## src/hw/rtl/bct_ram.sv

```systemverilog
// ----------------------------------------------------------------------------
// bct_ram
// simple dual-port ram, one write port, one read port with registered data
// ----------------------------------------------------------------------------
module bct_ram #(
  parameter int WIDTH = 8,
  parameter int DEPTH = 64
) (
  input  logic                                   clk,
  input  logic                                   we,
  input  logic [((DEPTH > 1) ? $clog2(DEPTH) : 1)-1:0] waddr,
  input  logic [WIDTH-1:0]                       wdata,
  input  logic                                   re,
  input  logic [((DEPTH > 1) ? $clog2(DEPTH) : 1)-1:0] raddr,
  output logic [WIDTH-1:0]                       rdata
);

  logic [WIDTH-1:0] mem [DEPTH];

  always_ff @(posedge clk) begin
    if (we) begin
      mem[waddr] <= wdata;
    end
    if (re) begin
      rdata <= mem[raddr];
    end
  end

endmodule

```

## config.mk

```make
export PLATFORM = sky130hd
export DESIGN_NAME = bct_ram
export DESIGN_NICKNAME = d
export VERILOG_FILES = /design/src/hw/rtl/bct_ram.sv
export SDC_FILE = /design/constraint.sdc
export NUM_CORES = 1
export LEC_CHECK = 0
export ABC_AREA = 1
export BUFFER_PORTS_ARGS = -buffer_cell sky130_fd_sc_hd__buf_2
export CAP_MARGIN = 20
export CORE_MARGIN = 3
export CORE_UTILIZATION = 51
export DETAILED_ROUTE_END_ITERATION = 16
export PLACE_DENSITY = 0.67
export SETUP_SLACK_MARGIN = 0.2
export SKIP_CTS_REPAIR_TIMING = 1
export SKIP_LAST_GASP = 1
export SLEW_MARGIN = 10
export SYNTH_ARGS = -nofsm -noshare
export SYNTH_HDL_FRONTEND = slang
export SYNTH_SLANG_ARGS = --single-unit
```

## constraint.sdc

```tcl
create_clock -name clk -period 5.2 [get_ports clk]
set_input_delay 0.78 -clock clk [delete_from_list [all_inputs] [get_ports clk]]
set_output_delay 0.78 -clock clk [all_outputs]
set_load 0.005 [all_outputs]
```

==> key figures <==
Detailed routing
  – Total Wirelength: 50400 microns
  – Vias: 13500
  – Vias per Instance: 5.69
  – Initial DRC Count: 1409
  – First-pass iteration count of the detailed router: 5
  – ANT nets after route: 0
  – Routed wire length per instance: 21.2 microns
  – DRC Markers: 0

Clock tree
  – Clk root buf: clkbuf_16
  – Clk buf depth: 3
  – CTS tree: done
  – Clock sinks: 520
  – Clock Pin Slew Worst Setup and Hold Paths: 0.06 ns
  – H-Tree Depth: 2
  – Total CTS buffers: 53
  – Worst-Skew Late Latency: 0.58 ns

Synth
  – Synth Area in Compound Gates: 0
  – Synth unique cells: 15
  – Mapped cell area: 21400 sq um
  – Mapped Avg Cell Area: 11.9 sq um
  – Syn_nets: 1828
  – Multiplexer area fraction after synthesis: 0
  – Yosys warns: 0
  – Largest family of logic cells by synthesized area: simple AND/OR/NAND/NOR gates
  – FF+latch count, synth: 520
  – Synth Area in Simple Gates: 0.231
  – Sequential share of the synthesized area: 0.729
  – Post-synthesis adder-cell area fraction: 0
  – Post-synthesis xor/xnor area fraction: 0
  – Cells after synthesis: 1805

Finish
  – Commonest cells after routing, fill and taps aside: nand2_1 (648), edfxtp_1 (520), nand3_1 (439)
  – Most common cell after layout, fill and taps aside: nand2_1
  – Area grow syn2layout: 8.43%
  – Ant diodes: 0
  – Final nets: 1828
  – Filler Cell Count: 3287
  – Proportion of layout cells with a drive suffix above 1: 0.0700

Global route
  – Largest net degree at the start of global routing: 196
  – GRT Resource Usage Total: 0.228
  – Grt met3 use: 0.0365
  – Number of antenna violations at the first check in global routing: 2
  – Top Usage Layer GRT: met2
  – GR Overflow Total: 0
  – Met1 Use GR: 0.338
  – Vias in the first global route: 12900
  – First-pass GRT wire length: 77400 microns
  – Grt met2 use: 0.353

STA
  – Final clock skew: 0.0188 ns
  – Worst-margin pin slew: 1.22 ns
  – Max-slew headroom: 0.189
  – Endpoints failing hold: 0
  – Finish-stage setup viols: 0
  – Tmin final: 2.88 ns
  – RSZ-0062 raised after global routing: no
  – Final worst slack: 2.32 ns
  – Slew Limit Fails: 0
  – Final period utilization: 0.553
  – F_max: 347 MHz
  – Setup TNS: 0 ns
  – Hold slack: 0.592 ns

Floorplan
  – Core ar.: 41200 sq um
  – Row cnt: 74
  – # IOs: 31
  – Initial Util: 0.520
  – Die Area: 44500 sq um
  – Die width: 211 microns
  – Height of the chip: 211 microns

Hold path
  – Worst hold path type: in2reg

Worst setup path
  – Worst endpoint data arrival time: 3.22 ns
  – Crit Path Class: in2reg
  – Worst endpoint required time: 5.54 ns
  – Crit path launch type: input pin
  – Setup crit end kind: flip-flop
  – Worst-path maximum fanout: 66

Power
  – Leakage power: 8.30 nW
  – Power per cell area: 371 nW/um^2
  – Worst vdd rail ir drop: 0.275 mV

Placement
  – Post-Place Worst Slack: 1.76 ns
  – Global placement routability congestion: 0.828
  – # port buffers: 30
  – DP HPWL: 28300 microns

Run status
  – Status: finished clean

Job
  – Maxcap violations: 0
[power by group]
group          leakage [nW]  switching [W]  total (W)  internal, W
Sequential             4.69      0.0000141    0.00466      0.00465
Clock                 0.757        0.00152    0.00344      0.00192
Combinational          2.85       0.000382   0.000508     0.000126
Total                  8.30        0.00192    0.00861      0.00669
[synthesized netlist by cell type]
cell	count	area, sq um
inv_6	1	8.76
clkbuf_1	15	56.3
nor2_1	56	210
inv_1	10	37.5
buf_8	2	30.0
buf_6	35	394
buf_4	14	105
edfxtp_1	520	15600
inv_2	1	3.75
nand3_1	439	2200
nor4_1	8	50.1
buf_2	37	185
buf_1	10	37.5
nand2_1	648	2430
nand4_1	9	56.3
[stage by stage]
stage / power, W / instance area, sq um / util / std cells
3_5_place_dp: 0.00526 / 21700 / 0.526 / 2281
6_report: 0.00861 / 23200 / 0.564 / 2375
5_1_grt: 0.00886 / 23200 / 0.564 / 2375
4_1_cts: 0.00864 / 23200 / 0.563 / 2374
3_3_place_gp: 0.00525 / 21600 / 0.525 / 2280
2_1_floorplan: 0.00507 / 21400 / - / 1805
[layout make-up]
cell class	count	area (sq um)	share of cell area
tap	532	666	0.0287
timing repair buffer	58	414	0.0178
multi-input combinational	1160	4950	0.213
clock inverter	25	149	0.00641
clock buffer	68	1380	0.0595
inverter	12	52.6	0.00226
sequential	520	15600	0.672
[critical path, stage by stage]
cell and delay, ns:
buf_4 0.63, buf_4 0.74, nand3_1 0.19, nand3_1 0.16
nand2_1 0.11, nand2_1 0.09, nand3_1 0.16, nand3_1 0.16
nand2_1 0.06
[metal layers]
metal	part of all wire	wire, microns	vias to the layer above
li1	-	-	6356
met1	0.43	21800	6500
met2	0.46	23300	568
met3	0.081	4070	88
met4	0.023	1180	4
met5	0.00050	25	-
[path summary, 6_finish.rpt]
kind | cells after the start | slack [ns] | endpoint | startpoint
min reg2reg | 8 | 0.87 | rdata[6]$_DFFE_PP_ | mem[0][6]$_DFFE_PP_
max | 9 | 2.32 | rdata[2]$_DFFE_PP_ | raddr[1]
min | 1 | 0.59 | rdata[2]$_DFFE_PP_ | re
max reg2reg | 8 | 3.65 | rdata[6]$_DFFE_PP_ | mem[55][6]$_DFFE_PP_
[registers in the layout (all words and copies together) (netlist names)]
signal	count
rdata	8
mem	512
[kinds of logic after synthesis]
family	after synthesis
and+or+nand+nor	1160
buffers and inverters	125
DFF	520
Power figures use the tool's default switching activity.
